==> src/sv/jdcd_pkg.sv <==
// ----------------------------------------------------------------------------
// jdcd_pkg
// Constants and types for the Julian Day to calendar date converter.
// ----------------------------------------------------------------------------
`default_nettype none

package jdcd_pkg;

  localparam int STAGES = 16;

  localparam logic [16:0] HALF_DAY   = 17'd43200;
  localparam logic [16:0] DAY_LAST   = 17'd86399;
  localparam logic [23:0] GREG_START = 24'd2299161;

  // Century correction: a1 = (4z - A1_OFS) / A1_DIV.
  localparam logic [25:0] A1_OFS   = 26'd7468865;
  localparam logic [24:0] A1_DIV   = 25'd146097;
  localparam logic [7:0]  A1_RECIP = 8'd229;

  localparam logic [23:0] B_OFS = 24'd1524;

  // Year count: c = (20b - C_OFS) / C_DIV.
  localparam logic [27:0] C_OFS   = 28'd2442;
  localparam logic [27:0] C_DIV   = 28'd7305;
  localparam logic [15:0] C_RECIP = 16'd36746;

  localparam logic [10:0] D_MUL = 11'd1461;

  // Month count: e = 10000 (b - d) / E_DIV.
  localparam logic [13:0] E_MUL   = 14'd10000;
  localparam logic [22:0] E_DIV   = 23'd306001;
  localparam logic [4:0]  E_RECIP = 5'd27;

  localparam logic [16:0] HOUR_SECS  = 17'd3600;
  localparam logic [5:0]  HOUR_RECIP = 6'd36;
  localparam logic [11:0] MIN_SECS   = 12'd60;
  localparam logic [6:0]  MIN_RECIP  = 7'd68;

  localparam logic signed [15:0] YEAR_OFS_LATE  = 16'sd4716;
  localparam logic signed [15:0] YEAR_OFS_EARLY = 16'sd4715;

  typedef struct packed {
    logic [4:0] hour;
    logic [5:0] minute;
    logic [5:0] second;
  } hms_t;

  // Packed so that year sits in the lowest bits of the output word.
  typedef struct packed {
    logic [5:0]         second;
    logic [5:0]         minute;
    logic [4:0]         hour;
    logic [4:0]         day_of_month;
    logic [3:0]         month;
    logic signed [15:0] year;
  } result_t;

  // Days before the start of the month with index e, floor(30.6001 e).
  function automatic logic [8:0] month_start(input logic [3:0] e);
    logic [8:0] v;
    case (e)
      4'd1:    v = 9'd30;
      4'd2:    v = 9'd61;
      4'd3:    v = 9'd91;
      4'd4:    v = 9'd122;
      4'd5:    v = 9'd153;
      4'd6:    v = 9'd183;
      4'd7:    v = 9'd214;
      4'd8:    v = 9'd244;
      4'd9:    v = 9'd275;
      4'd10:   v = 9'd306;
      4'd11:   v = 9'd336;
      4'd12:   v = 9'd367;
      4'd13:   v = 9'd397;
      4'd14:   v = 9'd428;
      4'd15:   v = 9'd459;
      default: v = 9'd0;
    endcase
    return v;
  endfunction

endpackage

`default_nettype wire

==> src/sv/julian_day_to_calendar_date.sv <==
// ----------------------------------------------------------------------------
// julian_day_to_calendar_date
// Converts a Julian Day (whole days plus seconds after noon) to a Gregorian
// or Julian calendar date and the time of day, after the Meeus method.
// ----------------------------------------------------------------------------
//  Channel  Direction  Data
//  in_      sink       jd_days, seconds_from_noon
//  out_     source     year, month, day_of_month, hour, minute, second
//
//  One transaction is taken per cycle while the output queue is not full. The
//  pipeline depth is set by the three constant divisions, each a reciprocal
//  multiply, a back multiply and a correcting compare.
//  A two-entry output queue lets a result wait while input is still taken;
//  the pipeline holds whenever that queue is full.
//  Reset clears the stage valid bits and the queue.
// ----------------------------------------------------------------------------
`default_nettype none

module julian_day_to_calendar_date (
  input  wire logic        clk,
  input  wire logic        rst_n,
  input  wire logic        in_tvalid,
  output logic             in_tready,
  input  wire logic [39:0] in_tdata,   // jd_days, seconds_from_noon
  output logic             out_tvalid,
  input  wire logic        out_tready,
  output logic [47:0]      out_tdata   // year, month, day_of_month, hour, minute, second
);

  import jdcd_pkg::*;

  logic                adv;
  logic [STAGES-1:0]   stg_vld_r;

  // Stage registers.
  logic [23:0] s1_z_r;
  logic [16:0] s1_t_r;
  logic [23:0] s2_z_r;
  logic        s2_greg_r;
  logic [24:0] s2_na_r;
  logic [16:0] s2_t_r;
  logic [21:0] s2_ph_r;
  logic [23:0] s3_z_r;
  logic        s3_greg_r;
  logic [24:0] s3_na_r;
  logic [32:0] s3_pa_r;
  logic [16:0] s3_t_r;
  logic [4:0]  s3_qh_r;
  logic [16:0] s3_qhd_r;
  logic [23:0] s4_z_r;
  logic        s4_greg_r;
  logic [24:0] s4_na_r;
  logic [7:0]  s4_qa_r;
  logic [24:0] s4_qad_r;
  logic [4:0]  s4_hour_r;
  logic [11:0] s4_remh_r;
  logic [23:0] s5_z_r;
  logic        s5_greg_r;
  logic [7:0]  s5_a1_r;
  logic [4:0]  s5_hour_r;
  logic [11:0] s5_remh_r;
  logic [17:0] s5_pm_r;
  logic [23:0] s6_b_r;
  logic [4:0]  s6_hour_r;
  logic [11:0] s6_remh_r;
  logic [5:0]  s6_qm_r;
  logic [11:0] s6_qmd_r;
  logic [23:0] s7_b_r;
  logic [27:0] s7_nc_r;
  logic [23:0] s8_b_r;
  logic [27:0] s8_nc_r;
  logic [42:0] s8_pc_r;
  logic [23:0] s9_b_r;
  logic [27:0] s9_nc_r;
  logic [14:0] s9_qc_r;
  logic [27:0] s9_qcd_r;
  logic [23:0] s10_b_r;
  logic [14:0] s10_c_r;
  logic [23:0] s11_b_r;
  logic [14:0] s11_c_r;
  logic [23:0] s11_d_r;
  logic [14:0] s12_c_r;
  logic [8:0]  s12_bd_r;
  logic [14:0] s13_c_r;
  logic [8:0]  s13_bd_r;
  logic [22:0] s13_ne_r;
  logic [14:0] s14_c_r;
  logic [8:0]  s14_bd_r;
  logic [22:0] s14_ne_r;
  logic [27:0] s14_pe_r;
  logic [14:0] s15_c_r;
  logic [8:0]  s15_bd_r;
  logic [22:0] s15_ne_r;
  logic [4:0]  s15_qe_r;
  logic [22:0] s15_qed_r;
  logic [14:0] s16_c_r;
  logic [8:0]  s16_bd_r;
  logic [3:0]  s16_e_r;
  hms_t        hms_r [7:STAGES];

  // Next values.
  logic [16:0] sec_in;
  logic [16:0] sec_sat;
  logic        late;
  logic [23:0] s1_z_nxt;
  logic [16:0] s1_t_nxt;
  logic        s2_greg_nxt;
  logic [25:0] na_full;
  logic [22:0] ph_full;
  logic [32:0] s3_pa_nxt;
  logic [16:0] s3_qhd_nxt;
  logic [24:0] s4_qad_nxt;
  logic [16:0] rh;
  logic        hcarry;
  logic [16:0] remh_full;
  logic [4:0]  s4_hour_nxt;
  logic [24:0] ra;
  logic [7:0]  s5_a1_nxt;
  logic [18:0] pm_full;
  logic [23:0] s6_b_nxt;
  logic [11:0] s6_qmd_nxt;
  logic [27:0] s7_nc_nxt;
  logic [11:0] rm;
  logic        mcarry;
  logic [11:0] sec_full;
  hms_t        hms_nxt;
  logic [43:0] pc_full;
  logic [27:0] s9_qcd_nxt;
  logic [27:0] rc;
  logic [14:0] s10_c_nxt;
  logic [25:0] dp_full;
  logic [23:0] bd_full;
  logic [22:0] s13_ne_nxt;
  logic [27:0] s14_pe_nxt;
  logic [22:0] s15_qed_nxt;
  logic [22:0] re;
  logic [4:0]  e_full;

  // Result and output queue.
  result_t     res;
  logic [8:0]  dom_full;
  result_t     q0_r, q0_nxt;
  result_t     q1_r, q1_nxt;
  logic [1:0]  cnt_r, cnt_nxt;
  logic        push, pop;

  assign adv       = (cnt_r != 2'd2);
  assign in_tready = adv;

  always_comb begin
    sec_in   = in_tdata[39:23];
    sec_sat  = (sec_in > DAY_LAST) ? DAY_LAST : sec_in;
    late     = (sec_sat >= HALF_DAY);
    s1_z_nxt = {1'b0, in_tdata[22:0]} + {23'd0, late};
    s1_t_nxt = late ? (sec_sat - HALF_DAY) : (sec_sat + HALF_DAY);
  end

  always_comb begin
    s2_greg_nxt = (s1_z_r >= GREG_START);
    na_full     = {s1_z_r, 2'b00} - A1_OFS;
    ph_full     = s1_t_r * HOUR_RECIP;
    s3_pa_nxt   = s2_na_r * A1_RECIP;
    s3_qhd_nxt  = s2_ph_r[21:17] * HOUR_SECS;
    s4_qad_nxt  = s3_pa_r[32:25] * A1_DIV;
    rh          = s3_t_r - s3_qhd_r;
    hcarry      = (rh >= HOUR_SECS);
    remh_full   = hcarry ? (rh - HOUR_SECS) : rh;
    s4_hour_nxt = s3_qh_r + {4'd0, hcarry};
    ra          = s4_na_r - s4_qad_r;
    s5_a1_nxt   = s4_qa_r + {7'd0, (ra >= A1_DIV)};
    pm_full     = s4_remh_r * MIN_RECIP;
  end

  always_comb begin
    if (s5_greg_r) begin
      s6_b_nxt = s5_z_r + 24'd1 + {16'd0, s5_a1_r} - {18'd0, s5_a1_r[7:2]} + B_OFS;
    end else begin
      s6_b_nxt = s5_z_r + B_OFS;
    end
    s6_qmd_nxt = s5_pm_r[17:12] * MIN_SECS;
    s7_nc_nxt  = {s6_b_r, 4'b0000} + {2'b00, s6_b_r, 2'b00} - C_OFS;
    rm         = s6_remh_r - s6_qmd_r;
    mcarry     = (rm >= MIN_SECS);
    sec_full   = mcarry ? (rm - MIN_SECS) : rm;
    hms_nxt.hour   = s6_hour_r;
    hms_nxt.minute = s6_qm_r + {5'd0, mcarry};
    hms_nxt.second = sec_full[5:0];
  end

  always_comb begin
    pc_full     = s7_nc_r * C_RECIP;
    s9_qcd_nxt  = s8_pc_r[42:28] * C_DIV;
    rc          = s9_nc_r - s9_qcd_r;
    s10_c_nxt   = s9_qc_r + {14'd0, (rc >= C_DIV)};
    dp_full     = s10_c_r * D_MUL;
    bd_full     = s11_b_r - s11_d_r;
    s13_ne_nxt  = s12_bd_r * E_MUL;
    s14_pe_nxt  = s13_ne_r * E_RECIP;
    s15_qed_nxt = s14_pe_r[27:23] * E_DIV;
    re          = s15_ne_r - s15_qed_r;
    e_full      = s15_qe_r + {4'd0, (re >= E_DIV)};
  end

  always_comb begin
    dom_full         = s16_bd_r - month_start(s16_e_r);
    res.day_of_month = dom_full[4:0];
    res.month        = (s16_e_r < 4'd14) ? (s16_e_r - 4'd1) : (s16_e_r - 4'd13);
    if (res.month > 4'd2) begin
      res.year = $signed({1'b0, s16_c_r}) - YEAR_OFS_LATE;
    end else begin
      res.year = $signed({1'b0, s16_c_r}) - YEAR_OFS_EARLY;
    end
    res.hour   = hms_r[STAGES].hour;
    res.minute = hms_r[STAGES].minute;
    res.second = hms_r[STAGES].second;
  end

  always_ff @(posedge clk) begin
    if (!rst_n) begin
      stg_vld_r <= '0;
    end else if (adv) begin
      stg_vld_r <= {stg_vld_r[STAGES-2:0], in_tvalid};
    end
  end

  always_ff @(posedge clk) begin
    if (adv) begin
      s1_z_r    <= s1_z_nxt;
      s1_t_r    <= s1_t_nxt;
      s2_z_r    <= s1_z_r;
      s2_greg_r <= s2_greg_nxt;
      s2_na_r   <= na_full[24:0];
      s2_t_r    <= s1_t_r;
      s2_ph_r   <= ph_full[21:0];
      s3_z_r    <= s2_z_r;
      s3_greg_r <= s2_greg_r;
      s3_na_r   <= s2_na_r;
      s3_pa_r   <= s3_pa_nxt;
      s3_t_r    <= s2_t_r;
      s3_qh_r   <= s2_ph_r[21:17];
      s3_qhd_r  <= s3_qhd_nxt;
      s4_z_r    <= s3_z_r;
      s4_greg_r <= s3_greg_r;
      s4_na_r   <= s3_na_r;
      s4_qa_r   <= s3_pa_r[32:25];
      s4_qad_r  <= s4_qad_nxt;
      s4_hour_r <= s4_hour_nxt;
      s4_remh_r <= remh_full[11:0];
      s5_z_r    <= s4_z_r;
      s5_greg_r <= s4_greg_r;
      s5_a1_r   <= s5_a1_nxt;
      s5_hour_r <= s4_hour_r;
      s5_remh_r <= s4_remh_r;
      s5_pm_r   <= pm_full[17:0];
      s6_b_r    <= s6_b_nxt;
      s6_hour_r <= s5_hour_r;
      s6_remh_r <= s5_remh_r;
      s6_qm_r   <= s5_pm_r[17:12];
      s6_qmd_r  <= s6_qmd_nxt;
      s7_b_r    <= s6_b_r;
      s7_nc_r   <= s7_nc_nxt;
      s8_b_r    <= s7_b_r;
      s8_nc_r   <= s7_nc_r;
      s8_pc_r   <= pc_full[42:0];
      s9_b_r    <= s8_b_r;
      s9_nc_r   <= s8_nc_r;
      s9_qc_r   <= s8_pc_r[42:28];
      s9_qcd_r  <= s9_qcd_nxt;
      s10_b_r   <= s9_b_r;
      s10_c_r   <= s10_c_nxt;
      s11_b_r   <= s10_b_r;
      s11_c_r   <= s10_c_r;
      s11_d_r   <= dp_full[25:2];
      s12_c_r   <= s11_c_r;
      s12_bd_r  <= bd_full[8:0];
      s13_c_r   <= s12_c_r;
      s13_bd_r  <= s12_bd_r;
      s13_ne_r  <= s13_ne_nxt;
      s14_c_r   <= s13_c_r;
      s14_bd_r  <= s13_bd_r;
      s14_ne_r  <= s13_ne_r;
      s14_pe_r  <= s14_pe_nxt;
      s15_c_r   <= s14_c_r;
      s15_bd_r  <= s14_bd_r;
      s15_ne_r  <= s14_ne_r;
      s15_qe_r  <= s14_pe_r[27:23];
      s15_qed_r <= s15_qed_nxt;
      s16_c_r   <= s15_c_r;
      s16_bd_r  <= s15_bd_r;
      s16_e_r   <= e_full[3:0];
      hms_r[7]  <= hms_nxt;
      for (int i = 8; i <= STAGES; i++) begin
        hms_r[i] <= hms_r[i-1];
      end
    end
  end

  // Two-entry output queue; q0 is the head.
  assign push       = adv && stg_vld_r[STAGES-1];
  assign out_tvalid = (cnt_r != 2'd0);
  assign pop        = out_tvalid && out_tready;

  always_comb begin
    q0_nxt  = q0_r;
    q1_nxt  = q1_r;
    cnt_nxt = cnt_r;
    case ({push, pop})
      2'b10: begin
        if (cnt_r == 2'd0) begin
          q0_nxt = res;
        end else begin
          q1_nxt = res;
        end
        cnt_nxt = cnt_r + 2'd1;
      end
      2'b01: begin
        q0_nxt  = q1_r;
        cnt_nxt = cnt_r - 2'd1;
      end
      2'b11: begin
        if (cnt_r == 2'd1) begin
          q0_nxt = res;
        end else begin
          q0_nxt = q1_r;
          q1_nxt = res;
        end
      end
      default: begin
        cnt_nxt = cnt_r;
      end
    endcase
  end

  always_ff @(posedge clk) begin
    if (!rst_n) begin
      cnt_r <= 2'd0;
    end else begin
      cnt_r <= cnt_nxt;
    end
  end

  always_ff @(posedge clk) begin
    q0_r <= q0_nxt;
    q1_r <= q1_nxt;
  end

  assign out_tdata = {6'd0, q0_r};

`ifndef SYNTH
  a_cnt_range: assert property (@(posedge clk) disable iff (!rst_n)
    cnt_r != 2'd3)
    else $error("output queue count out of range");

  a_date_range: assert property (@(posedge clk) disable iff (!rst_n)
    out_tvalid |-> (q0_r.month >= 4'd1) && (q0_r.month <= 4'd12) &&
                   (q0_r.day_of_month >= 5'd1))
    else $error("month or day of month out of range");

  a_time_range: assert property (@(posedge clk) disable iff (!rst_n)
    out_tvalid |-> (q0_r.hour <= 5'd23) && (q0_r.minute <= 6'd59) &&
                   (q0_r.second <= 6'd59))
    else $error("time of day out of range");

  a_last_holds: assert property (@(posedge clk) disable iff (!rst_n)
    (stg_vld_r[STAGES-1] && !in_tready) |=> stg_vld_r[STAGES-1])
    else $error("last pipeline stage dropped a result while held");
`endif

endmodule

`default_nettype wire

==> config.mk <==
export PLATFORM = sky130hd
export DESIGN_NAME = julian_day_to_calendar_date
export DESIGN_NICKNAME = d
export VERILOG_FILES = /design/src/sv/jdcd_pkg.sv /design/src/sv/julian_day_to_calendar_date.sv
export SDC_FILE = /design/constraint.sdc
export NUM_CORES = 2
export LEC_CHECK = 0
export BUFFER_PORTS_ARGS = -buffer_cell sky130_fd_sc_hd__clkbuf_2
export CELL_PAD_IN_SITES_DETAIL_PLACEMENT = 0
export CELL_PAD_IN_SITES_GLOBAL_PLACEMENT = 2
export CORE_ASPECT_RATIO = 0.6
export CORE_UTILIZATION = 45
export DETAILED_ROUTE_END_ITERATION = 8
export GPL_TIMING_DRIVEN = 1
export PLACE_DENSITY = 0.91
export SYNTH_ARGS = -nofsm -noshare
export SYNTH_HDL_FRONTEND = slang
export SYNTH_SLANG_ARGS = --single-unit
==> constraint.sdc <==
create_clock -name clk -period 53.8 [get_ports clk]
set_input_delay 10.76 -clock clk [delete_from_list [all_inputs] [get_ports clk]]
set_output_delay 10.76 -clock clk [all_outputs]
set_load 0.02 [all_outputs]
Yosys cells after proc, flatten, opt, wreduce, memory -nomap -nowiden
Memories as Yosys holds them, arrays and structs flattened. A register that Yosys moved wholly into a read port is not among the register bits.
Index checks and enable logic that the tools add are counted.

word-level totals
  flip-flop bits (word level) = 1040
  bits in latches = 0
  memory bits (writable) = 170
  ROM bits = 144
  bits of input ports = 44
  output and inout port bits = 50
  memories kept = 2

cells by class
  add/sub/neg operators = 31
  multiply operators = 12
  div/mod/pow operators = 0
  magnitude comparators = 10
  equal/unequal tests = 8
  shifts and indexed selects = 0
  muxes and demuxes = 17
  bitwise operators = 0
  reductions and logical operators = 9

memories
  memory            words  bits a word  read ports  clocked after memory_dff  write ports  line                               text
  hms_r             10     17           10          0                         10           julian_day_to_calendar_date.sv:99  hms_t hms_r [7:STAGES];
  (name not given)  16     9            1           1                         0            jdcd_pkg.sv:61                     case (e)

operator list
  cell                      number
  $mux W42                  4
  $pmux W42 S3              1
  $pmux W42 S2              1
  $add A24 B11 Y24 const B  2
  $mul A28 B15 Y42 const B  1
  $mux W17                  2
  $mul A25 B8 Y33 const B   1
  $sub A15 B13 Y16 const B  2
  $add A28 B26 Y28          1
  $ge A28 B13 Y1 const B    1
  $mul A15 B13 Y28 const B  1
  $sub A28 B12 Y28 const B  1
  $sub A28 B28 Y28          1
  $ge A25 B18 Y1 const B    1
  $mul A8 B18 Y25 const B   1
  $sub A25 B23 Y25 const B  1
  $sub A25 B25 Y25          1
  $add A23 B1 Y24           1
  $add A24 B1 Y24 const B   1
  $add A24 B8 Y24           1
  $ge A24 B22 Y1 const B    1
  $mul A19 B5 Y24 const B   1
  $mux W24                  1
  $sub A24 B6 Y24           1
  47 further kinds          57

Logic depth before layout (Yosys ltp)
  word-level depth = 6
  mapped depth = 20
  depth with buffers taken out = 20

Worst setup path before layout
OpenSTA, ideal clock, no wires.

  path kind = register -> output
  from = reg cnt_r[0]
  to = out in_tready
  arrival time = 19700 ps
  data required time = 43040 ps
  setup slack = 23340 ps
  stages on the path, launching flop included = 5
  buffers on the path = 1
  path through = dfxtp_1 > inv_1 > ha_1 > clkbuf_1 > inv_1

between the ends
  longest elaborated chain between the ends = 1

RTL lines
  item                      line                                text
  start: declaration        julian_day_to_calendar_date.sv:144  logic [1:0] cnt_r, cnt_nxt;
  start signal: assignment  julian_day_to_calendar_date.sv:338  cnt_r <= cnt_nxt;
  $ne A2 B2 Y1              julian_day_to_calendar_date.sv:147  assign adv = (cnt_r != 2'd2);
  end: declaration          julian_day_to_calendar_date.sv:23   output logic in_tready,

No other way between the ends.

Worst setup path in the final report
  from = in in_tdata[31]
  to = reg s1_z_r[20], data pin

between the ends
  longest elaborated chain between the ends = 4

RTL lines
  item                    line                                text
  start: declaration      julian_day_to_calendar_date.sv:24   input wire logic [39:0] in_tdata,
  $gt A17 B17 Y1          julian_day_to_calendar_date.sv:152  sec_sat = (sec_in > DAY_LAST) ? DAY_LAST : sec_in;
  $mux W17 (*)            julian_day_to_calendar_date.sv:152
  $ge A17 B16 Y1 (*)      julian_day_to_calendar_date.sv:153  late = (sec_sat >= HALF_DAY);
  $add A23 B1 Y24 (*)     julian_day_to_calendar_date.sv:154  s1_z_nxt = {1'b0, in_tdata[22:0]} + {23'd0, late};
  via s1_z_nxt[20]        julian_day_to_calendar_date.sv:105  logic [23:0] s1_z_nxt;
  end signal: assignment  julian_day_to_calendar_date.sv:228  s1_z_r <= s1_z_nxt;
  end: declaration        julian_day_to_calendar_date.sv:36   logic [23:0] s1_z_r;

The timed path passes the listed nets; every way through them passes the cells marked *.
A chain may end at the register's enable or synchronous reset.

==> metrics <==
run status=complete, no violations; drt pass-1 iters=5; area of combinational cells with multiple inputs=between 20000 and 30000 um2; Global Route met1 Usage=between 20% and 30%; number of cells on the critical path=19; number of distinct library cells after synthesis=between 90 and 100; total vias in the final route=35400; count of filler cells inserted in the layout=about 12000; count of boundary I/O pins=94; number of synthesized flops with an enable pin=approximately 1100; Critical Path Sink=s1_z_r[20]; max-cap check violation count=0; Vias per Instance=5.04; number of remaining DRC errors=0; vertical extent of the die=slightly below 300 um; core area=142000 um2; CTS Buf Count=between 100 and 150; number of nets in the finished design=between 6000 and 7000; remaining number of nets flagged by the antenna check after routing=0; wire length of the first global-routing pass=roughly 190000 um; busiest layer in global routing=met1; Most common cell on crit path=sky130_fd_sc_hd__ha_1; placed cells=around 7000; max incr delay on CP=about 0.8 ns; portion of the post-synthesis area used by sequential elements=between 40% and 50%; number of non-filler instances in the completed layout=~7000; critical path data required time=between 50 and 60 ns; CP max FO=19; fraction of the mapped netlist area in compound gates=approximately 7.4%; setup violation total in the final timing report=0; CTS Buffer Depth=3; Reg2Reg Launch Point=s7_nc_r[17]; Async S/R FF share, synth=0%; netlist area before placement=64500 um2; area taken by flip-flops and latches=~32000 um2; CP Capture Type=flip-flop; buffering stage count on the worst path with inverters included=2; initial detailed-routing violation count=about 2100; area share of fa/ha/maj cells after synthesis=about 28%; total routed wirelength=114000 um; worst setup path class=primary input to flip-flop; number of core rows=107; TritonCTS clock tree=built; FF-to-FF path depth=18; overflow left after global routing=0; CTS hold repair buffers=0; Final Max Tran Viols=0; Tightest Pin Transition=about 1.1 ns; peak clock frequency supported by timing=between 60 and 70 MHz; slack of the worst reg-to-reg path=roughly 47 ns; largest family of logic cells by synthesized area=adder cells; total number of H-tree levels=3; count of input and output buffers=87; CP max stage cell=sky130_fd_sc_hd__o21ai_1; origin of the worst min-delay path=s14_ne_r[20]; share of cell area taken by muxes after synthesis=0.666%; number of sinks driven by the clock tree=between 1000 and 1500; crit-path cells=clkbuf_2 -> a2111oi_0 -> nor2_1 -> o21a_1 -> o21ai_1 -> and2_1 -> ha_1 -> nand2b_1 -> nor4_1 -> a31oi_1 -> o21ai_2 -> buf_4 -> ha_1 -> ha_1 -> and4_1 -> and2_1 -> nand2_1 -> nor2_1 -> xnor2_1; Initial Utilization=between 40% and 50%; Rel. slew slack=between 20 and 30%; Horiz. Die Dim=about 500 um; post-synthesis share of cell area spent on and, or, nand and nor gates=5.46%; clock root buffer=sky130_fd_sc_hd__clkbuf_16; clock latency on the worst-skew pair=around 0.71 ns; worst endpoint data arrival time=roughly 15 ns; Yosys warnings=0; number of gates given a new drive strength after cts=0; commonest non-fill, non-tap cell in the layout=sky130_fd_sc_hd__edfxtp_1; Primary FF master, synth=sky130_fd_sc_hd__edfxtp_1; capturing point of the worst reg2reg path=s8_pc_r[42]; final hold vios=0; routability congestion estimate from global placement=0.828; pin count of the biggest net entering global routing=165; met3 demand-to-capacity share in global routing=roughly 2.7%; met2 Track Usage GR=a little over a fifth; die area=roughly 140000 um2; post-synthesis cell count=just under 5000; fraction of final layout cells sized beyond drive strength 1=a little over 6%; HPWL after detailed placement=about 86000 um; all-layer global routing usage=16.1%; setup repair after global routing missed its margin=false; post-CTS setup buffer count=0; clock skew after layout=0.0500 ns; per-instance average area after synthesis=around 13 um2; via count of the first global-routing pass=35000; crit share post-route=between 20% and 30%; Hold Crit Class=flip-flop to flip-flop; crit start category=primary input; relative area change from synthesis to final layout=9.88%; post-synthesis sequential element count=between 1000 and 1500; Synth Area in XOR/XNOR=under 10%; Post-Route Setup TNS=0 ns; first element of the critical path=in_tdata[31]; most frequent cells in the layout=1054 x sky130_fd_sc_hd__edfxtp_1, 860 x sky130_fd_sc_hd__ha_1, 736 x sky130_fd_sc_hd__inv_1; number of antenna violations at the first check in global routing=2; cell type group with the largest total delay on the critical path=compound AO/OA/AOI/OAI gates; routed wire length per instance=~16 um; clock-pin transition on the worst setup and hold timing paths=~0.06 ns; post-layout min period=roughly 15 ns
layer usage:
layer / vias to the layer above / wire length, um
li1: 17600 / -
met3: 115 / 4760
met1: 17200 / 64300
met5: - / 7
met4: 2 / 1470
met2: 531 / 43100
sequential cells by signal (all words and copies together), names as in the netlist, 25 cells and up, named ones only:
signal	flops
s7_nc_r	26
s9_qcd_r	25
s9_nc_r	26
out_tdata	42
hms_r	170
q1_r	42
s8_nc_r	26
stage by stage:
| step | area, um2 | setup WS [ns] | hold slack, ns | utilization [%] |
|---|---|---|---|---|
| after floorplan | 64500 | 23.34 | 0.400 | - |
| after global placement | 67400 | 38.35 | 0.401 | 47.4 |
| after detailed placement | 67400 | 38.30 | 0.405 | 47.4 |
| after global routing | 70800 | 38.65 | 0.390 | 49.9 |
| after CTS | 70800 | 39.08 | 0.378 | 49.9 |
| final | 70800 | 39.04 | 0.372 | 49.9 |
synthesized netlist by cell type, drive strengths merged, types with 23 or more instances:
library cell / count / area, um2
xor2: 104 / 911
xnor2: 232 / 2030
o21ai: 138 / 694
o21a: 33 / 250
nor3: 60 / 300
nand3: 76 / 380
o211ai: 24 / 180
ha: 860 / 10800
edfxtp: 1054 / 31700
dfxtp: 23 / 460
nor2: 182 / 683
a31oi: 25 / 171
inv: 739 / 2770
nand2b: 37 / 231
fa: 350 / 7010
mux2i: 35 / 350
a21oi: 194 / 971
a22o: 41 / 359
or3: 23 / 145
and3: 30 / 189
nand2: 146 / 548
clkbuf: 25 / 93.8
o21bai: 38 / 285
nor2b: 46 / 288
a21o: 63 / 473
nand4: 31 / 194
a211oi: 24 / 185
worst min path at each step:
| stage | to | cells past startpoint |
|---|---|---|
| after floorplan | hms_r[0][119] | 0 |
| after global placement | hms_r[0][132] | 0 |
| after detailed placement | hms_r[0][137] | 0 |
| after CTS | s15_ne_r[20] | 0 |
| after global routing | s12_c_r[5] | 0 |
| final | s15_ne_r[20] | 0 |
logic make-up after synthesis:
family	count (synthesis)
adders and majority gates	1210
other	1
muxes	41
and+or+nand+nor	706
AOI/OAI and AO/OA	710
buffers and inverters	772
xor gates and xnor gates	336
DFF	1077
final cells by class:
| cell class | count | area share [%] |
|---|---|---|
| Antenna cell | 2 | 0.00707 |
| Clock buffer | 111 | 3.62 |
| Clock inverter | 78 | 1.25 |
| Inverter | 739 | 3.93 |
| Multi-Input combinational cell | 3009 | 41.6 |
| Sequential cell | 1077 | 45.3 |
| Tap cell | 1907 | 3.37 |
| Timing Repair Buffer | 108 | 0.873 |
Power is not shown: default switching activity piles up to over one toggle a cycle in this logic, so the estimate is an artifact.
